## config.mk

```make
export PLATFORM = sky130hd
export DESIGN_NAME = csv_field_splitter_unit_flat
export DESIGN_NICKNAME = d
export VERILOG_FILES = /design/src/rtl/csvfs_pkg.sv /design/src/rtl/csvfs_if.sv /design/src/rtl/csv_field_splitter_unit.sv /design/src/rtl/csvfs_core.sv /design/src/flat_wrapper.sv
export SDC_FILE = /design/constraint.sdc
export NUM_CORES = 1
export LEC_CHECK = 0
export BUFFER_PORTS_ARGS = -buffer_cell sky130_fd_sc_hd__buf_2
export CORE_MARGIN = 3
export CORE_UTILIZATION = 61
export DETAILED_ROUTE_END_ITERATION = 7
export PLACE_DENSITY = 0.81
export SYNTH_ARGS = -nofsm -noshare
export SYNTH_HDL_FRONTEND = slang
export SYNTH_SLANG_ARGS = --single-unit
```

## constraint.sdc

```tcl
create_clock -name clk -period 4.4 [get_ports clk]
set_clock_uncertainty 0.05 [all_clocks]
set_input_delay 0.22 -clock clk [delete_from_list [all_inputs] [get_ports clk]]
set_output_delay 0.22 -clock clk [all_outputs]
set_load 0.005 [all_outputs]
```

## src/rtl/csvfs_pkg.sv

```systemverilog
// shared types and constants of the csv field splitter
package csvfs_pkg;

	localparam logic [7:0] QUOTE_CHAR  = 8'h22;
	localparam logic [7:0] DELIM_RESET = 8'd44;
	localparam int         NUM_RES     = 3;

	typedef enum logic [2:0] {
		KIND_CONTENT    = 3'd0,
		KIND_FIELD_END  = 3'd1,
		KIND_ROW_OK     = 3'd2,
		KIND_MISMATCH   = 3'd3,
		KIND_HEADER_END = 3'd4
	} kind_t;

	typedef struct packed {
		logic [7:0] text_byte;
		logic       line_last;
		logic       file_start;
	} item_t;

	typedef struct packed {
		kind_t       kind;
		logic [7:0]  out_byte;
		logic [15:0] quote_run;
		logic        in_header;
		logic [8:0]  column;
		logic [15:0] row;
		logic        last;
	} result_t;

endpackage

```

## src/rtl/csvfs_if.sv

```systemverilog
// handshake channels of the csv field splitter

interface csvfs_in_if;
	logic       valid;
	logic       ready;
	logic [7:0] text_byte;
	logic       line_last;
	logic       file_start;

	modport source (output valid, output text_byte, output line_last, output file_start,
		input ready);
	modport sink (input valid, input text_byte, input line_last, input file_start,
		output ready);
endinterface

interface csvfs_out_if;
	logic        valid;
	logic        ready;
	logic [2:0]  kind;
	logic [7:0]  out_byte;
	logic [15:0] quote_run;
	logic        in_header;
	logic [8:0]  column;
	logic [15:0] row;
	logic        last;

	modport source (output valid, output kind, output out_byte, output quote_run,
		output in_header, output column, output row, output last, input ready);
	modport sink (input valid, input kind, input out_byte, input quote_run,
		input in_header, input column, input row, input last, output ready);
endinterface

interface csvfs_cfg_if;
	logic       valid;
	logic       ready;
	logic [7:0] delimiter;

	modport source (output valid, output delimiter, input ready);
	modport sink (input valid, input delimiter, output ready);
endinterface

```

## src/rtl/csv_field_splitter_unit.sv

```systemverilog
// csv field splitter top level: input register, parser, result bundle
// a byte is held in the input register, then its results in the result bundle
// throughput: one byte per cycle while each byte yields at most one result
// and the result port takes one per cycle; a byte yielding k results holds
// the input register for k output transfers of the 3-entry result bundle
// reset: parser in header phase with empty counts, delimiter set to comma
module csv_field_splitter_unit #(
	parameter int MAX_COLUMNS = 256
) (
	input logic         clk,
	input logic         arst_n,
	csvfs_in_if.sink    text,
	csvfs_out_if.source result,
	csvfs_cfg_if.sink   cfg
);
	import csvfs_pkg::*;

	logic       v_s1;
	item_t      item_s1;
	logic [7:0] delim_q;
	result_t    ent_q [NUM_RES];
	logic [1:0] cnt_q;

	result_t    res [NUM_RES];
	logic [1:0] nres;
	logic       adv, in_xfer, out_xfer;

	assign out_xfer  = result.valid && result.ready;
	assign adv       = v_s1 && (cnt_q == 2'd0 || (cnt_q == 2'd1 && out_xfer));
	assign text.ready = !v_s1 || adv;
	assign in_xfer   = text.valid && text.ready;
	assign cfg.ready = 1'b1;

	always_ff @(posedge clk or negedge arst_n) begin
		if (!arst_n) begin
			delim_q <= DELIM_RESET;
		end else if (cfg.valid) begin
			delim_q <= cfg.delimiter;
		end
	end

	always_ff @(posedge clk or negedge arst_n) begin
		if (!arst_n) begin
			v_s1 <= 1'b0;
		end else if (in_xfer) begin
			v_s1 <= 1'b1;
		end else if (adv) begin
			v_s1 <= 1'b0;
		end
	end

	always_ff @(posedge clk) begin
		if (in_xfer) begin
			item_s1.text_byte  <= text.text_byte;
			item_s1.line_last  <= text.line_last;
			item_s1.file_start <= text.file_start;
		end
	end

	csvfs_core #(
		.MAX_COLUMNS(MAX_COLUMNS)
	) u_core (
		.clk       (clk),
		.arst_n    (arst_n),
		.fire      (adv),
		.item      (item_s1),
		.delimiter (delim_q),
		.res       (res),
		.nres      (nres)
	);

	// result bundle: entry 0 is on the port, shifts down on each transfer
	always_ff @(posedge clk or negedge arst_n) begin
		if (!arst_n) begin
			cnt_q <= 2'd0;
		end else if (adv) begin
			cnt_q <= nres;
		end else if (out_xfer) begin
			cnt_q <= cnt_q - 2'd1;
		end
	end

	always_ff @(posedge clk) begin
		if (adv) begin
			ent_q <= res;
		end else if (out_xfer) begin
			ent_q[0] <= ent_q[1];
			ent_q[1] <= ent_q[2];
		end
	end

	assign result.valid     = (cnt_q != 2'd0);
	assign result.kind      = ent_q[0].kind;
	assign result.out_byte  = ent_q[0].out_byte;
	assign result.quote_run = ent_q[0].quote_run;
	assign result.in_header = ent_q[0].in_header;
	assign result.column    = ent_q[0].column;
	assign result.row       = ent_q[0].row;
	assign result.last      = ent_q[0].last;

`ifndef ASSERT_OFF
	a_last_on_final: assert property (@(posedge clk) disable iff (!arst_n)
		cnt_q == 2'd1 |-> ent_q[0].last)
		else $error("final bundled result lacks last");

	a_no_early_last: assert property (@(posedge clk) disable iff (!arst_n)
		cnt_q > 2'd1 |-> !ent_q[0].last)
		else $error("last set before the final result");

	a_s1_holds: assert property (@(posedge clk) disable iff (!arst_n)
		v_s1 && !adv |=> v_s1 && $stable(item_s1))
		else $error("input register lost a pending byte");

	a_xfer_fills_s1: assert property (@(posedge clk) disable iff (!arst_n)
		in_xfer |=> v_s1)
		else $error("transferred byte not held in input register");
`endif

endmodule

```

## src/rtl/csvfs_core.sv

```systemverilog
// parser state and per-byte result generation
module csvfs_core #(
	parameter int MAX_COLUMNS = 256
) (
	input  logic              clk,
	input  logic              arst_n,
	input  logic              fire,
	input  csvfs_pkg::item_t  item,
	input  logic [7:0]        delimiter,
	output csvfs_pkg::result_t res [csvfs_pkg::NUM_RES],
	output logic [1:0]        nres
);
	import csvfs_pkg::*;

	localparam int CNT_W = $clog2(MAX_COLUMNS + 1);
	localparam logic [CNT_W-1:0] CNT_MAX = CNT_W'(MAX_COLUMNS);

	logic             hdr_q, quoted_q, fstart_q, err_q, pdelim_q;
	logic [15:0]      pq_q, row_q;
	logic [CNT_W-1:0] fc_q, hcols_q;

	logic             hdr_d, quoted_d, fstart_d, err_d, pdelim_d;
	logic [15:0]      pq_d, row_d;
	logic [CNT_W-1:0] fc_d, hcols_d;

	function automatic result_t mk_res(kind_t k, logic [7:0] b, logic [15:0] q, logic h,
		logic [CNT_W-1:0] c, logic [15:0] r);
		result_t x;
		x.kind      = k;
		x.out_byte  = b;
		x.quote_run = q;
		x.in_header = h;
		x.column    = 9'(c);
		x.row       = r;
		x.last      = 1'b0;
		return x;
	endfunction

	always_comb begin
		hdr_d    = hdr_q;
		quoted_d = quoted_q;
		fstart_d = fstart_q;
		err_d    = err_q;
		pdelim_d = pdelim_q;
		pq_d     = pq_q;
		row_d    = row_q;
		fc_d     = fc_q;
		hcols_d  = hcols_q;
		nres     = 2'd0;
		for (int i = 0; i < NUM_RES; i++) begin
			res[i] = '0;
		end

		if (item.file_start) begin
			hdr_d    = 1'b1;
			hcols_d  = '0;
			row_d    = '0;
			err_d    = 1'b0;
			quoted_d = 1'b0;
			fstart_d = 1'b1;
			pq_d     = '0;
			fc_d     = '0;
			pdelim_d = 1'b0;
		end

		if (!err_d) begin
			if (hdr_d) begin
				if (item.text_byte == delimiter) begin
					res[nres] = mk_res(KIND_FIELD_END, 8'd0, 16'd0, 1'b1, fc_d, 16'd0);
					nres = nres + 2'd1;
					if (fc_d < CNT_MAX) fc_d = fc_d + 1'b1;
					pdelim_d = 1'b1;
				end else begin
					res[nres] = mk_res(KIND_CONTENT, item.text_byte, 16'd0, 1'b1, fc_d, 16'd0);
					nres = nres + 2'd1;
					pdelim_d = 1'b0;
				end
				if (item.line_last) begin
					if (!pdelim_d) begin
						res[nres] = mk_res(KIND_FIELD_END, 8'd0, 16'd0, 1'b1, fc_d, 16'd0);
						nres = nres + 2'd1;
						if (fc_d < CNT_MAX) fc_d = fc_d + 1'b1;
					end
					hcols_d = fc_d;
					res[nres] = mk_res(KIND_HEADER_END, 8'd0, 16'd0, 1'b1, hcols_d, 16'd0);
					nres = nres + 2'd1;
					hdr_d    = 1'b0;
					quoted_d = 1'b0;
					fstart_d = 1'b1;
					pq_d     = '0;
					fc_d     = '0;
					pdelim_d = 1'b0;
				end
			end else begin
				// quote test wins over the delimiter on data lines
				if (item.text_byte == QUOTE_CHAR) begin
					quoted_d = ~quoted_d;
					if (!fstart_d && pq_d != 16'hFFFF) pq_d = pq_d + 16'd1;
				end else if (item.text_byte == delimiter && !quoted_d) begin
					res[nres] = mk_res(KIND_FIELD_END, 8'd0, 16'd0, 1'b0, fc_d, row_d);
					nres = nres + 2'd1;
					if (fc_d < CNT_MAX) fc_d = fc_d + 1'b1;
					pq_d     = '0;
					fstart_d = 1'b1;
				end else begin
					res[nres] = mk_res(KIND_CONTENT, item.text_byte, pq_d, 1'b0, fc_d, row_d);
					nres = nres + 2'd1;
					pq_d     = '0;
					fstart_d = 1'b0;
				end
				if (item.line_last) begin
					res[nres] = mk_res(KIND_FIELD_END, 8'd0, 16'd0, 1'b0, fc_d, row_d);
					nres = nres + 2'd1;
					if (fc_d < CNT_MAX) fc_d = fc_d + 1'b1;
					if (fc_d == hcols_d) begin
						res[nres] = mk_res(KIND_ROW_OK, 8'd0, 16'd0, 1'b0, fc_d, row_d);
						nres = nres + 2'd1;
						if (row_d != 16'hFFFF) row_d = row_d + 16'd1;
					end else begin
						res[nres] = mk_res(KIND_MISMATCH, 8'd0, 16'd0, 1'b0, fc_d, row_d);
						nres = nres + 2'd1;
						err_d = 1'b1;
					end
					quoted_d = 1'b0;
					fstart_d = 1'b1;
					pq_d     = '0;
					fc_d     = '0;
					pdelim_d = 1'b0;
				end
			end
		end

		if (nres != 2'd0) begin
			res[nres - 2'd1].last = 1'b1;
		end
	end

	always_ff @(posedge clk or negedge arst_n) begin
		if (!arst_n) begin
			hdr_q    <= 1'b1;
			quoted_q <= 1'b0;
			fstart_q <= 1'b1;
			err_q    <= 1'b0;
			pdelim_q <= 1'b0;
			pq_q     <= '0;
			row_q    <= '0;
			fc_q     <= '0;
			hcols_q  <= '0;
		end else if (fire) begin
			hdr_q    <= hdr_d;
			quoted_q <= quoted_d;
			fstart_q <= fstart_d;
			err_q    <= err_d;
			pdelim_q <= pdelim_d;
			pq_q     <= pq_d;
			row_q    <= row_d;
			fc_q     <= fc_d;
			hcols_q  <= hcols_d;
		end
	end

endmodule
```

## src/flat_wrapper.sv

```systemverilog
// flat-port wrapper written by rule: the top's interface ports become plain ports
module csv_field_splitter_unit_flat import csvfs_pkg::*;
#(
	parameter int MAX_COLUMNS = 256
)
  (clk, arst_n, text_valid, text_text_byte, text_line_last, text_file_start, text_ready, result_valid, result_kind, result_out_byte, result_quote_run, result_in_header, result_column, result_row, result_last, result_ready, cfg_valid, cfg_delimiter, cfg_ready);
  csvfs_in_if text_i ();
  csvfs_out_if result_i ();
  csvfs_cfg_if cfg_i ();
  input logic clk;
  input logic arst_n;
  input wire logic [$bits(text_i.valid)-1:0] text_valid;
  input wire logic [$bits(text_i.text_byte)-1:0] text_text_byte;
  input wire logic [$bits(text_i.line_last)-1:0] text_line_last;
  input wire logic [$bits(text_i.file_start)-1:0] text_file_start;
  output wire logic [$bits(text_i.ready)-1:0] text_ready;
  output wire logic [$bits(result_i.valid)-1:0] result_valid;
  output wire logic [$bits(result_i.kind)-1:0] result_kind;
  output wire logic [$bits(result_i.out_byte)-1:0] result_out_byte;
  output wire logic [$bits(result_i.quote_run)-1:0] result_quote_run;
  output wire logic [$bits(result_i.in_header)-1:0] result_in_header;
  output wire logic [$bits(result_i.column)-1:0] result_column;
  output wire logic [$bits(result_i.row)-1:0] result_row;
  output wire logic [$bits(result_i.last)-1:0] result_last;
  input wire logic [$bits(result_i.ready)-1:0] result_ready;
  input wire logic [$bits(cfg_i.valid)-1:0] cfg_valid;
  input wire logic [$bits(cfg_i.delimiter)-1:0] cfg_delimiter;
  output wire logic [$bits(cfg_i.ready)-1:0] cfg_ready;
  assign text_i.valid = text_valid;
  assign text_i.text_byte = text_text_byte;
  assign text_i.line_last = text_line_last;
  assign text_i.file_start = text_file_start;
  assign text_ready = text_i.ready;
  assign result_valid = result_i.valid;
  assign result_kind = result_i.kind;
  assign result_out_byte = result_i.out_byte;
  assign result_quote_run = result_i.quote_run;
  assign result_in_header = result_i.in_header;
  assign result_column = result_i.column;
  assign result_row = result_i.row;
  assign result_last = result_i.last;
  assign result_i.ready = result_ready;
  assign cfg_i.valid = cfg_valid;
  assign cfg_i.delimiter = cfg_delimiter;
  assign cfg_ready = cfg_i.ready;
  csv_field_splitter_unit #(.MAX_COLUMNS(MAX_COLUMNS)) u_core (.clk(clk), .arst_n(arst_n), .text(text_i), .result(result_i), .cfg(cfg_i));
endmodule
```

==> out/summary.json, run 1 <==
{
  "power.static_leakage": {"value": 0.00459, "unit": "uW"},
  "tritoncts_buffers": {"value": 17},
  "postCtsSetupRepairBufs": {"value": 0},
  "synthCells": {"value": 991},
  "cp-start-kind": {"value": "flop"},
  "list_of_most_frequent_post_synthesis_cells": {"value": "123 x sky130_fd_sc_hd__edfxtp_1, 119 x sky130_fd_sc_hd__nand2_1, 63 x sky130_fd_sc_hd__nor2_1"},
  "critical-path-max-stage-delay": {"value": 560, "unit": "ps"},
  "htree_levels": {"value": 4},
  "layout-area-overhead-vs-synth": {"value": 10.6, "unit": "%"},
  "core_region": {"value": 16700, "unit": "um^2"},
  "netlist_area": {"value": 10500, "unit": "um^2"},
  "worst_pin_slew": {"value": 965, "unit": "ps"},
  "detail-route-antenna-nets": {"value": 0},
  "dieArea": {"value": 18800, "unit": "um^2"},
  "seq_area_frac_synth": {"value": 50.9, "unit": "%"},
  "cts-root-buf": {"value": "sky130_fd_sc_hd__clkbuf_16"},
  "timing.critical_path.required": {"value": 4680, "unit": "ps"},
  "io_buffers": {"value": 78},
  "overflow": {"value": 0},
  "grt_max_degree": {"value": 73},
  "n_antenna_cell": {"value": 0},
  "async_reset_ff_share": {"value": 34.6, "unit": "%"},
  "ff_latch_area": {"value": 5330, "unit": "um^2"},
  "final_max_slew_viol_count": {"value": 0},
  "antenna_found_initial": {"value": 0},
  "result_of_the_run": {"value": "complete, no violations"},
  "route.final.wire_length": {"value": 27200, "unit": "um"},
  "synth-main-ff-cell": {"value": "sky130_fd_sc_hd__edfxtp_1"},
  "via_density_per_instance": {"value": 6.39},
  "unrepaired_setup_endpoints_after_global_routing": {"value": "false"},
  "post-route-min-period": {"value": 4110, "unit": "ps"},
  "yosys-top-cells-area": {"value": "sky130_fd_sc_hd__edfxtp_1 35%, sky130_fd_sc_hd__dfrtp_1 14%, sky130_fd_sc_hd__nand2_1 4.3%"},
  "grt_util_all_layers": {"value": 30.0, "unit": "%"},
  "achievable-frequency": {"value": 0.243, "unit": "GHz"},
  "drt_pre_antenna_iters": {"value": 6},
  "final_layout_size_suffix_gt1_share": {"value": 19.0, "unit": "%"},
  "die_width": {"value": 137, "unit": "um"},
  "setup.worst_path.end_class": {"value": "flop"},
  "initial_utilization": {"value": 62.7, "unit": "%"},
  "detailroute.via_count": {"value": 8146},
  "finalNetCount": {"value": 1070},
  "dp_hpwl": {"value": 18600, "unit": "um"},
  "critical_path.most_common_cell": {"value": "sky130_fd_sc_hd__nor4b_4"},
  "io-pin-count": {"value": 80},
  "max-clock-path-buffers": {"value": 2},
  "global_route_wire_length_before_repair": {"value": 43000, "unit": "um"},
  "floorplan.rows": {"value": 47},
  "cts.sinks": {"value": 188},
  "die-height": {"value": 137, "unit": "um"},
  "worst_hold_path_type": {"value": "input port to flop"},
  "crit_chain": {"value": "nor4b_4 -> a21oi_1 -> nand3_1 -> nor2_1 -> o22ai_1 -> ha_1 -> and2_1 -> o21ai_1 -> or4b_4 -> xnor2_2 -> o211ai_2 -> nor4b_4 -> buf_4 -> nand4_1 -> xor2_1"},
  "detailedRoute.firstIterationViolations": {"value": 966},
  "drt-wirelength-per-cell": {"value": 21.3, "unit": "um"},
  "cts_tree": {"value": "yes"},
  "num-fill-cells": {"value": 1212},
  "multiInputGateArea": {"value": 4450, "unit": "um^2"},
  "fin_util": {"value": 69.3, "unit": "%"},
  "power.density": {"value": 553, "unit": "nW/um^2"},
  "yosys.cell_count.top_type": {"value": "sky130_fd_sc_hd__edfxtp_1"},
  "worstPathArrival": {"value": 4390, "unit": "ps"},
  "max-vdd-ir-drop": {"value": 357, "unit": "uV"},
  "hold_viol_final": {"value": 0},
  "synth_largest_area_cell": {"value": "sky130_fd_sc_hd__edfxtp_1"},
  "first_global_vias": {"value": 7784},
  "ys_seq_elements": {"value": 188},
  "synth-warning-count": {"value": 0},
  "critPathSlowestCell": {"value": "sky130_fd_sc_hd__or4b_4"},
  "tns": {"value": 0, "unit": "ps"},
  "yosys.cell_types.count": {"value": 85},
  "maxCapViolCount": {"value": 0},
  "yosysTopAreaCellShare": {"value": 35.3, "unit": "%"},
  "clkTransAtPathRegs": {"value": 70, "unit": "ps"},
  "design_power_total": {"value": 6400, "unit": "uW"},
  "setup-violations-final": {"value": 0},
  "timing.max_slew.rel_slack": {"value": 35.7, "unit": "%"},
  "setup.worst_path.class": {"value": "flop to flop"},
  "synth_area_per_cell": {"value": 10.6, "unit": "um^2"},
  "gp_congestion": {"value": 0.964},
  "timing.critical_path.fanout_max": {"value": 16},
  "detail_route.drc_violations": {"value": 0},
  "insertion_delay": {"value": 450, "unit": "ps"},
  "syn_nets": {"value": 1020},
  "finalCritPeriodShare": {"value": 93.4, "unit": "%"},
  "synth-edff-count": {"value": 123}
}
## path summary, 6_finish.rpt
kind / start / cells past startpoint / slack, ps / to
max: u_core.item_s1[9] / 15 / 290 / u_core.u_core.row_q[3]
min in group asynchronous: arst_n / 2 / 430 / u_core.u_core.row_q[7]
max reg2reg: u_core.item_s1[9] / 15 / 290 / u_core.u_core.row_q[3]
max in group asynchronous: arst_n / 3 / 2860 / u_core.delim_q[2]
min: result_ready / 4 / 70 / u_core.v_s1
min reg2reg: u_core.cnt_q[1] / 1 / 440 / u_core.cnt_q[1]
## report_power, final
| group | internal (uW) | switching (uW) | leakage [uW] |
|---|---|---|---|
| clock network | 872 | 751 | 0.000306 |
| logic | 695 | 1270 | 0.00218 |
| registers | 2600 | 219 | 0.00211 |
| total | 4160 | 2240 | 0.00459 |
## critical path: cells and delay by family (launching register included)
family	cells	cell delay, ps
flip-flops	1	480
AO/OA/AOI/OAI	4	710
AND/OR/NAND/NOR	7	1870
buffers and inverters	1	290
XOR/XNOR	2	370
adder cells (fa/ha/maj)	1	210
## state kept, by name, indices dropped and copies added, names as in the netlist, 10 cells and up
signal / flops
u_core.ent_q: 59
u_core.item_s1: 10
u_core.result.quote_run: 16
u_core.result.row: 16
u_core.u_core.pq_q: 16
u_core.u_core.row_q: 16
## final cells by class
type                            count  share of cell area [%]
Multi-Input combinational cell    687                    38.4
Clock inverter                     15                    1.72
Tap cell                          220                    2.38
Clock buffer                       17                    3.68
Sequential cell                   188                    46.0
Timing Repair Buffer              131                    7.25
Inverter                           16                   0.519
## per-stage QoR
stage               instance area [um^2]  setup WS (ps)  cells  hold slack [ps]
floorplan                          10500            387    991             -126
global placement                   10700            510   1222              325
detailed placement                 10700            322   1222              323
CTS                                11600            302   1274             72.0
global route                       11600           37.8   1274              135
finish                             11600            292   1274             71.4
## what timing repair did
action                                 4_1_cts  5_1_grt
setup endpoints to repair                    0       10
endpoints found under the hold margin       51        0
hold buffers                                20        0
resized for setup                            0        1
## layout by cell type (no fill, tap or decap), types with 26 or more instances in the layout
cell,n
sky130_fd_sc_hd__a21oi_1,40
sky130_fd_sc_hd__a22o_1,44
sky130_fd_sc_hd__and2_1,44
sky130_fd_sc_hd__buf_2,78
sky130_fd_sc_hd__buf_4,33
sky130_fd_sc_hd__dfrtp_1,60
sky130_fd_sc_hd__edfxtp_1,123
sky130_fd_sc_hd__nand2_1,119
sky130_fd_sc_hd__nor2_1,63
sky130_fd_sc_hd__nor2b_1,33
sky130_fd_sc_hd__o21ai_0,58
sky130_fd_sc_hd__xnor2_1,28
sky130_fd_sc_hd__xor2_1,26
## kinds of logic (layout without fill, tap and decap cells)
kind of cell               Yosys count  after routing  synth area share, %
adders and majority gates            6              6                0.717
and+or+nand+nor                    381            381                 19.9
xor gates and xnor gates            58             58                 5.20
DFF                                188            188                 50.9
AOI/OAI and AO/OA                  223            223                 14.7
other                                1              1               0.0358
muxes                               18             18                 1.89
buffers and inverters              116            179                 6.67
## layer usage
layer | global-route usage, % | vias to the layer above | wire length (um)
met5 | 0 | - | 0
met4 | 11.1 | 0 | 824
met3 | 6.29 | 80 | 2480
met2 | 48.4 | 501 | 13000
met1 | 40.2 | 3896 | 10800
li1 | - | 3669 | -
Note: power is estimated with default switching activity, not from simulation.
==> inputs of run 2 (changes only) <==
==> constraint.sdc (replaced) <==
create_clock -name clk -period 4.4 [get_ports clk]
set_clock_uncertainty 0.05 [all_clocks]
set_input_delay 0.88 -clock clk [delete_from_list [all_inputs] [get_ports clk]]
set_output_delay 0.88 -clock clk [all_outputs]
set_load 0.005 [all_outputs]
==> run 2 against run 1 <==
Against the previous run: worst hold slack better by 330 ps; via count is 3.3% lower; the run now ends with DRC left; wire length is 2.9% lower; flip-flop and latch count stayed put; core utilization is 1.3 points lower.
==> out/summary.json, run 2 (synthesized netlist as in run 1, its figures left out) <==
{
  "result_of_the_run": {"value": "finished with violations"},
  "failing_checks": {"value": "DRC"},
  "ff2ff_setup_slack": {"value": 270, "unit": "ps"},
  "via_density_per_instance": {"value": 6.27},
  "postCtsSetupRepairBufs": {"value": 0},
  "pwr-share-seq": {"value": 44.6, "unit": "%"},
  "achievable-frequency": {"value": 0.242, "unit": "GHz"},
  "htree_levels": {"value": 4},
  "whs": {"value": 397, "unit": "ps"},
  "mostFrequentLayoutCells": {"value": "123 x sky130_fd_sc_hd__edfxtp_1, 119 x sky130_fd_sc_hd__nand2_1, 78 x sky130_fd_sc_hd__buf_2, 63 x sky130_fd_sc_hd__nor2_1, 60 x sky130_fd_sc_hd__dfrtp_1"},
  "detail_route.drc_violations": {"value": 4},
  "finalCritPeriodShare": {"value": 93.9, "unit": "%"},
  "worst_hold_path_type": {"value": "input port to asynchronous set/reset pin"},
  "global_route_wire_length_before_repair": {"value": 41600, "unit": "um"},
  "hold_viol_final": {"value": 0},
  "max-clock-path-buffers": {"value": 2},
  "drt-wirelength-per-cell": {"value": 21.0, "unit": "um"},
  "overflow": {"value": 0},
  "die-height": {"value": 137, "unit": "um"},
  "finalNetCount": {"value": 1053},
  "post-route-min-period": {"value": 4130, "unit": "ps"},
  "grt.met3_usage": {"value": 6.07, "unit": "%"},
  "worst_pin_slew": {"value": 994, "unit": "ps"},
  "final_max_slew_viol_count": {"value": 0},
  "io-pin-count": {"value": 80},
  "timing.max_slew.rel_slack": {"value": 33.7, "unit": "%"},
  "worstPathArrival": {"value": 4400, "unit": "ps"},
  "floorplan.rows": {"value": 47},
  "antenna_found_initial": {"value": 0},
  "die_width": {"value": 137, "unit": "um"},
  "largest_register_ffs": {"value": 59},
  "cts.sinks": {"value": 188},
  "layout-area-overhead-vs-synth": {"value": 8.54, "unit": "%"},
  "final_layout_size_suffix_gt1_share": {"value": 19.6, "unit": "%"},
  "num-fill-cells": {"value": 1239},
  "switchingPower": {"value": 2190, "unit": "uW"},
  "cts-resized-gates": {"value": 0},
  "busiest_layer_in_global_routing": {"value": "met2"},
  "power.share.combinational": {"value": 31.3, "unit": "%"},
  "detailedRoute.firstIterationViolations": {"value": 943},
  "r2r_start": {"value": "u_core.item_s1[9]"},
  "grt_util_all_layers": {"value": 29.0, "unit": "%"},
  "detailroute.via_count": {"value": 7877},
  "power.static_leakage": {"value": 0.00450, "unit": "uW"},
  "drt_pre_antenna_iters": {"value": 8},
  "maxCapViolCount": {"value": 0},
  "n_antenna_cell": {"value": 0},
  "intPower": {"value": 4090, "unit": "uW"},
  "tns": {"value": 0, "unit": "ps"},
  "gp_congestion": {"value": 0.975},
  "initial_utilization": {"value": 62.7, "unit": "%"},
  "r2r.worst_path.cells": {"value": 14},
  "route.final.wire_length": {"value": 26400, "unit": "um"},
  "grt_max_degree": {"value": 76},
  "cp-start-kind": {"value": "flop"},
  "dp_hpwl": {"value": 18500, "unit": "um"},
  "core_region": {"value": 16700, "unit": "um^2"},
  "setup.worst_path.class": {"value": "flop to flop"},
  "setup.worst_path.end_class": {"value": "flop"},
  "timing.critical_path.fanout_max": {"value": 16},
  "cts_tree": {"value": "yes"},
  "first_global_vias": {"value": 7583},
  "tritoncts_buffers": {"value": 17},
  "holdBufCountCts": {"value": 0},
  "timing.rr.end": {"value": "u_core.u_core.row_q[9]"},
  "sw_frac_of_total": {"value": 34.9, "unit": "%"},
  "insertion_delay": {"value": 430, "unit": "ps"},
  "io_buffers": {"value": 78},
  "multiInputGateArea": {"value": 4450, "unit": "um^2"},
  "clkTransAtPathRegs": {"value": 70, "unit": "ps"},
  "power.clock.fraction": {"value": 24.2, "unit": "%"},
  "gr_util_met2": {"value": 46.7, "unit": "%"},
  "setup-violations-final": {"value": 0},
  "commonest_non_fill_non_tap_cell_in_the_layout": {"value": "sky130_fd_sc_hd__edfxtp_1"},
  "dieArea": {"value": 18800, "unit": "um^2"},
  "detail-route-antenna-nets": {"value": 0},
  "timing.critical_path.required": {"value": 4670, "unit": "ps"},
  "largest-register": {"value": "u_core.ent_q"},
  "cts-root-buf": {"value": "sky130_fd_sc_hd__clkbuf_16"},
  "use_met1": {"value": 39.1, "unit": "%"},
  "ff_latch_area": {"value": 5330, "unit": "um^2"},
  "power.density": {"value": 553, "unit": "nW/um^2"},
  "max-vdd-ir-drop": {"value": 356, "unit": "uV"},
  "unrepaired_setup_endpoints_after_global_routing": {"value": "false"}
}
run 2: changes by cell type in the layout (fill, tap and decap cells not counted):
| cell | delta |
|---|---|
| sky130_fd_sc_hd__clkinv_4 | -1 |
| sky130_fd_sc_hd__clkinv_8 | -1 |
| sky130_fd_sc_hd__clkinv_2 | +3 |
| sky130_fd_sc_hd__dlygate4sd3_1 | -20 |
| sky130_fd_sc_hd__buf_4 | +3 |
| sky130_fd_sc_hd__clkinvlp_4 | +1 |
| sky130_fd_sc_hd__inv_8 | -1 |
| sky130_fd_sc_hd__nand4_2 | -1 |
| sky130_fd_sc_hd__bufinv_16 | -1 |
| sky130_fd_sc_hd__nand4_4 | +1 |
run 2: layout make-up:
cell class                 instances  area share (%)
inverter                          16           0.529
sequential                       188            46.9
tap                              220            2.42
timing repair buffer             114            5.82
clock buffer                      17            3.75
clock inverter                    15            1.37
multi-input combinational        687            39.2
run 2: worst max-delay path by stage:
| stage | from | end | slack, ps | depth (start not counted) |
|---|---|---|---|---|
| 2_1_floorplan | u_core.item_s1[0] | u_core.u_core.pq_q[15] | 390 | 19 |
| 3_3_place_gp | u_core.item_s1[9] | u_core.u_core.row_q[3] | 450 | 15 |
| 3_5_place_dp | u_core.item_s1[9] | u_core.u_core.row_q[9] | 290 | 15 |
| 4_1_cts | u_core.item_s1[9] | u_core.u_core.row_q[9] | 270 | 15 |
| 5_1_grt | u_core.item_s1[6] | u_core.u_core.row_q[9] | 30 | 15 |
| 6_report | u_core.item_s1[9] | u_core.u_core.row_q[9] | 270 | 14 |
run 2: power by group through the flow:
stage	Clock, uW	Combinational, uW	Sequential, uW
2_1_floorplan	0	1480	2770
6_report	1520	1970	2800
4_1_cts	1530	1950	2800
3_3_place_gp	0	1890	2810
3_5_place_dp	0	1940	2830
5_1_grt	1610	2140	2850
run 2: stage by stage:
step	total power (uW)	instance area [um^2]	utilization, %	cells	setup slack (ps)
after floorplan	4250	10500	-	991	387
after global placement	4700	10800	64.5	1225	451
after detailed placement	4770	10800	64.5	1225	293
after CTS	6280	11300	68.0	1257	265
after global routing	6600	11400	68.0	1257	34.8
final	6280	11400	68.0	1257	267
run 2: layer usage:
metal / vias to the layer above / part of all wire, %
met5: - / 0
met4: 0 / 3.0
met3: 74 / 8.3
met2: 407 / 47
met1: 3774 / 41
li1: 3622 / -
run 2: critical path: stages, from the launching register on:
cell                       delay (ps)
sky130_fd_sc_hd__edfxtp_1         470
sky130_fd_sc_hd__xnor2_1          360
sky130_fd_sc_hd__and4_4           340
sky130_fd_sc_hd__nand3_1          190
sky130_fd_sc_hd__o22ai_1          280
sky130_fd_sc_hd__ha_1             230
sky130_fd_sc_hd__and2_1           140
sky130_fd_sc_hd__o21ai_1          170
sky130_fd_sc_hd__or4b_4           560
sky130_fd_sc_hd__xnor2_2          190
sky130_fd_sc_hd__o211ai_2         120
sky130_fd_sc_hd__nor4b_4          300
sky130_fd_sc_hd__buf_4            290
sky130_fd_sc_hd__nand4_1          140
sky130_fd_sc_hd__xor2_1           170
==> inputs of run 3 (changes only) <==
--- a/config.mk
+++ b/config.mk
@@ -10,6 +10,7 @@
 export CORE_UTILIZATION = 61
 export DETAILED_ROUTE_END_ITERATION = 7
 export PLACE_DENSITY = 0.81
+export RECOVER_POWER = 50
 export SYNTH_ARGS = -nofsm -noshare
 export SYNTH_HDL_FRONTEND = slang
 export SYNTH_SLANG_ARGS = --single-unit
==> run 3 against run 2 <==
Against the previous run: combinational power shrank 2%; cell area decreased by 0.41%; worst hold slack improved by 58 ps; register-to-register slack barely moved; the flow finishes with violations (capacitance limit, slew limit); critical path depth unchanged; fmax is 0.16% lower; core utilization decreased by 0.28 points; largest cell class unchanged; setup slack worse by 6.7 ps; global-route usage unchanged.
==> out/summary.json, run 3 (synthesized netlist as in run 1, its figures left out) <==
{
  "detail-route-antenna-nets": {"value": 0},
  "power.density": {"value": 555, "unit": "nW/um^2"},
  "overflow": {"value": 0},
  "setup-violations-final": {"value": 0},
  "postCtsSetupRepairBufs": {"value": 0},
  "unrepaired_setup_endpoints_after_global_routing": {"value": "false"},
  "final_layout_size_suffix_gt1_share": {"value": 16.4, "unit": "%"},
  "worstPathArrival": {"value": 4410, "unit": "ps"},
  "dieArea": {"value": 18800, "unit": "um^2"},
  "via_density_per_instance": {"value": 6.36},
  "finalNetCount": {"value": 1053},
  "tns": {"value": 0, "unit": "ps"},
  "cp-start-kind": {"value": "flop"},
  "achievable-frequency": {"value": 0.242, "unit": "GHz"},
  "ff_latch_area": {"value": 5330, "unit": "um^2"},
  "path_buf_inv": {"value": 1},
  "antenna_found_initial": {"value": 0},
  "critPathSlowestCell": {"value": "sky130_fd_sc_hd__or4b_4"},
  "power.share.combinational": {"value": 30.8, "unit": "%"},
  "detailroute.via_count": {"value": 7993},
  "drt-wirelength-per-cell": {"value": 21.0, "unit": "um"},
  "grt_max_degree": {"value": 76},
  "largest-register": {"value": "u_core.ent_q"},
  "switchingPower": {"value": 2200, "unit": "uW"},
  "timing.max_slew.rel_slack": {"value": -102, "unit": "%"},
  "initial_utilization": {"value": 62.7, "unit": "%"},
  "tritoncts_buffers": {"value": 17},
  "die_width": {"value": 137, "unit": "um"},
  "first_global_vias": {"value": 7583},
  "io_buffers": {"value": 78},
  "htree_levels": {"value": 4},
  "gp_congestion": {"value": 0.975},
  "failing_checks": {"value": "capacitance limit, slew limit"},
  "cts-root-buf": {"value": "sky130_fd_sc_hd__clkbuf_16"},
  "worst_hold_path_type": {"value": "flop to flop"},
  "cts_tree": {"value": "yes"},
  "result_of_the_run": {"value": "finished with violations"},
  "timing.critical_path.fanout_max": {"value": 16},
  "intPower": {"value": 4070, "unit": "uW"},
  "pwr-share-seq": {"value": 44.9, "unit": "%"},
  "sw_frac_of_total": {"value": 35.1, "unit": "%"},
  "finalCritPeriodShare": {"value": 94.1, "unit": "%"},
  "detailedRoute.firstIterationViolations": {"value": 986},
  "critical-path-max-stage-delay": {"value": 560, "unit": "ps"},
  "worst_pin_slew": {"value": 3030, "unit": "ps"},
  "power.clock.fraction": {"value": 24.3, "unit": "%"},
  "mostFrequentLayoutCells": {"value": "123 x sky130_fd_sc_hd__edfxtp_1, 119 x sky130_fd_sc_hd__nand2_1, 63 x sky130_fd_sc_hd__nor2_1, 60 x sky130_fd_sc_hd__dfrtp_1, 58 x sky130_fd_sc_hd__o21ai_0"},
  "num-fill-cells": {"value": 1261},
  "hold_viol_final": {"value": 0},
  "final_max_slew_viol_count": {"value": 76},
  "route.final.wire_length": {"value": 26400, "unit": "um"},
  "largest_register_ffs": {"value": 59},
  "io-pin-count": {"value": 80},
  "cts.sinks": {"value": 188},
  "post-route-min-period": {"value": 4140, "unit": "ps"},
  "max-clock-path-buffers": {"value": 2},
  "timing.critical_path.required": {"value": 4670, "unit": "ps"},
  "grt_util_all_layers": {"value": 29.0, "unit": "%"},
  "maxCapViolCount": {"value": 1},
  "clkTransAtPathRegs": {"value": 70, "unit": "ps"},
  "critical-path-top-delay-family": {"value": "simple AND/OR/NAND/NOR gates"},
  "whs": {"value": 455, "unit": "ps"},
  "global_route_wire_length_before_repair": {"value": 41600, "unit": "um"},
  "crit_chain": {"value": "xnor2_1 -> and4_4 -> nand3_1 -> o22ai_1 -> ha_1 -> and2_1 -> o21ai_1 -> or4b_4 -> xnor2_2 -> o211ai_2 -> nor4b_4 -> buf_4 -> nand4_1 -> xor2_1"},
  "die-height": {"value": 137, "unit": "um"},
  "drt_pre_antenna_iters": {"value": 6},
  "setup.worst_path.class": {"value": "flop to flop"},
  "detail_route.drc_violations": {"value": 0},
  "core_region": {"value": 16700, "unit": "um^2"},
  "insertion_delay": {"value": 440, "unit": "ps"},
  "power.static_leakage": {"value": 0.00440, "unit": "uW"},
  "max-vdd-ir-drop": {"value": 360, "unit": "uV"},
  "layout-area-overhead-vs-synth": {"value": 8.09, "unit": "%"},
  "multiInputGateArea": {"value": 4450, "unit": "um^2"},
  "fin_util": {"value": 67.7, "unit": "%"},
  "commonest_non_fill_non_tap_cell_in_the_layout": {"value": "sky130_fd_sc_hd__edfxtp_1"},
  "dp_hpwl": {"value": 18500, "unit": "um"},
  "n_antenna_cell": {"value": 0},
  "floorplan.rows": {"value": 47},
  "setup.worst_path.end_class": {"value": "flop"}
}
[run 3: changes by cell type in the layout (fill, tap and decap cells not counted), sizes merged]
cell and change:
clkbuf +32, buf -32
[run 3: repair_timing]
| item | CTS | global route |
|---|---|---|
| gates resized for setup | 0 | 2 |
| setup endpoints to repair | 0 | 5 |
| hold buffers | 0 | 0 |
[run 3: final timing paths]
check | cells past startpoint | from | slack (ps) | end
worst max-delay path | 14 | u_core.item_s1[9] | 260 | u_core.u_core.row_q[9]
min in group asynchronous | 1 | arst_n | 710 | u_core.u_core.row_q[8]
worst min-delay path | 1 | u_core.cnt_q[1] | 460 | u_core.cnt_q[1]
worst max register to register | 14 | u_core.item_s1[9] | 260 | u_core.u_core.row_q[9]
worst min register to register | 1 | u_core.cnt_q[1] | 460 | u_core.cnt_q[1]
max in group asynchronous | 2 | arst_n | 1740 | u_core.delim_q[4]
[run 3: per-layer routing]
metal / vias up / track usage, % / part of all wire [%]
met5: - / 0 / 0
met4: 0 / 10.1 / 2.8
met3: 71 / 6.07 / 9.1
met2: 456 / 46.7 / 48
met1: 3839 / 39.1 / 40
li1: 3627 / - / -
[run 3: power by group through the flow]
stage	clock [uW]	sequential, uW	combinational (uW)
2_1_floorplan	0	2770	1480
3_3_place_gp	0	2810	1890
3_5_place_dp	0	2830	1940
4_1_cts	1530	2800	1950
5_1_grt	1610	2870	2110
6_report	1530	2820	1930
[run 3: area by class of cell]
cell class	count	share of cell area (%)
Multi-Input combinational cell	687	39.3
Tap cell	220	2.43
Clock inverter	15	1.37
Timing Repair Buffer	114	5.46
Inverter	16	0.531
Clock buffer	17	3.76
Sequential cell	188	47.1
[run 3: through the flow]
step,area [um^2],power [uW],worst slack (ps),instances
after floorplan,10500,4250,387,991
after global placement,10800,4700,451,1225
after detailed placement,10800,4770,293,1225
after CTS,11300,6280,265,1257
after global routing,11300,6590,34.8,1257
final,11300,6270,260,1257
[run 3: worst register-to-register path: cells and delay by family, from the launching register on]
family | cells | cell delay, ps
buffers and inverters | 1 | 300
DFF | 1 | 470
xor gates and xnor gates | 3 | 730
AOI/OAI and AO/OA | 3 | 570
adders and majority gates | 1 | 230
and+or+nand+nor | 6 | 1680
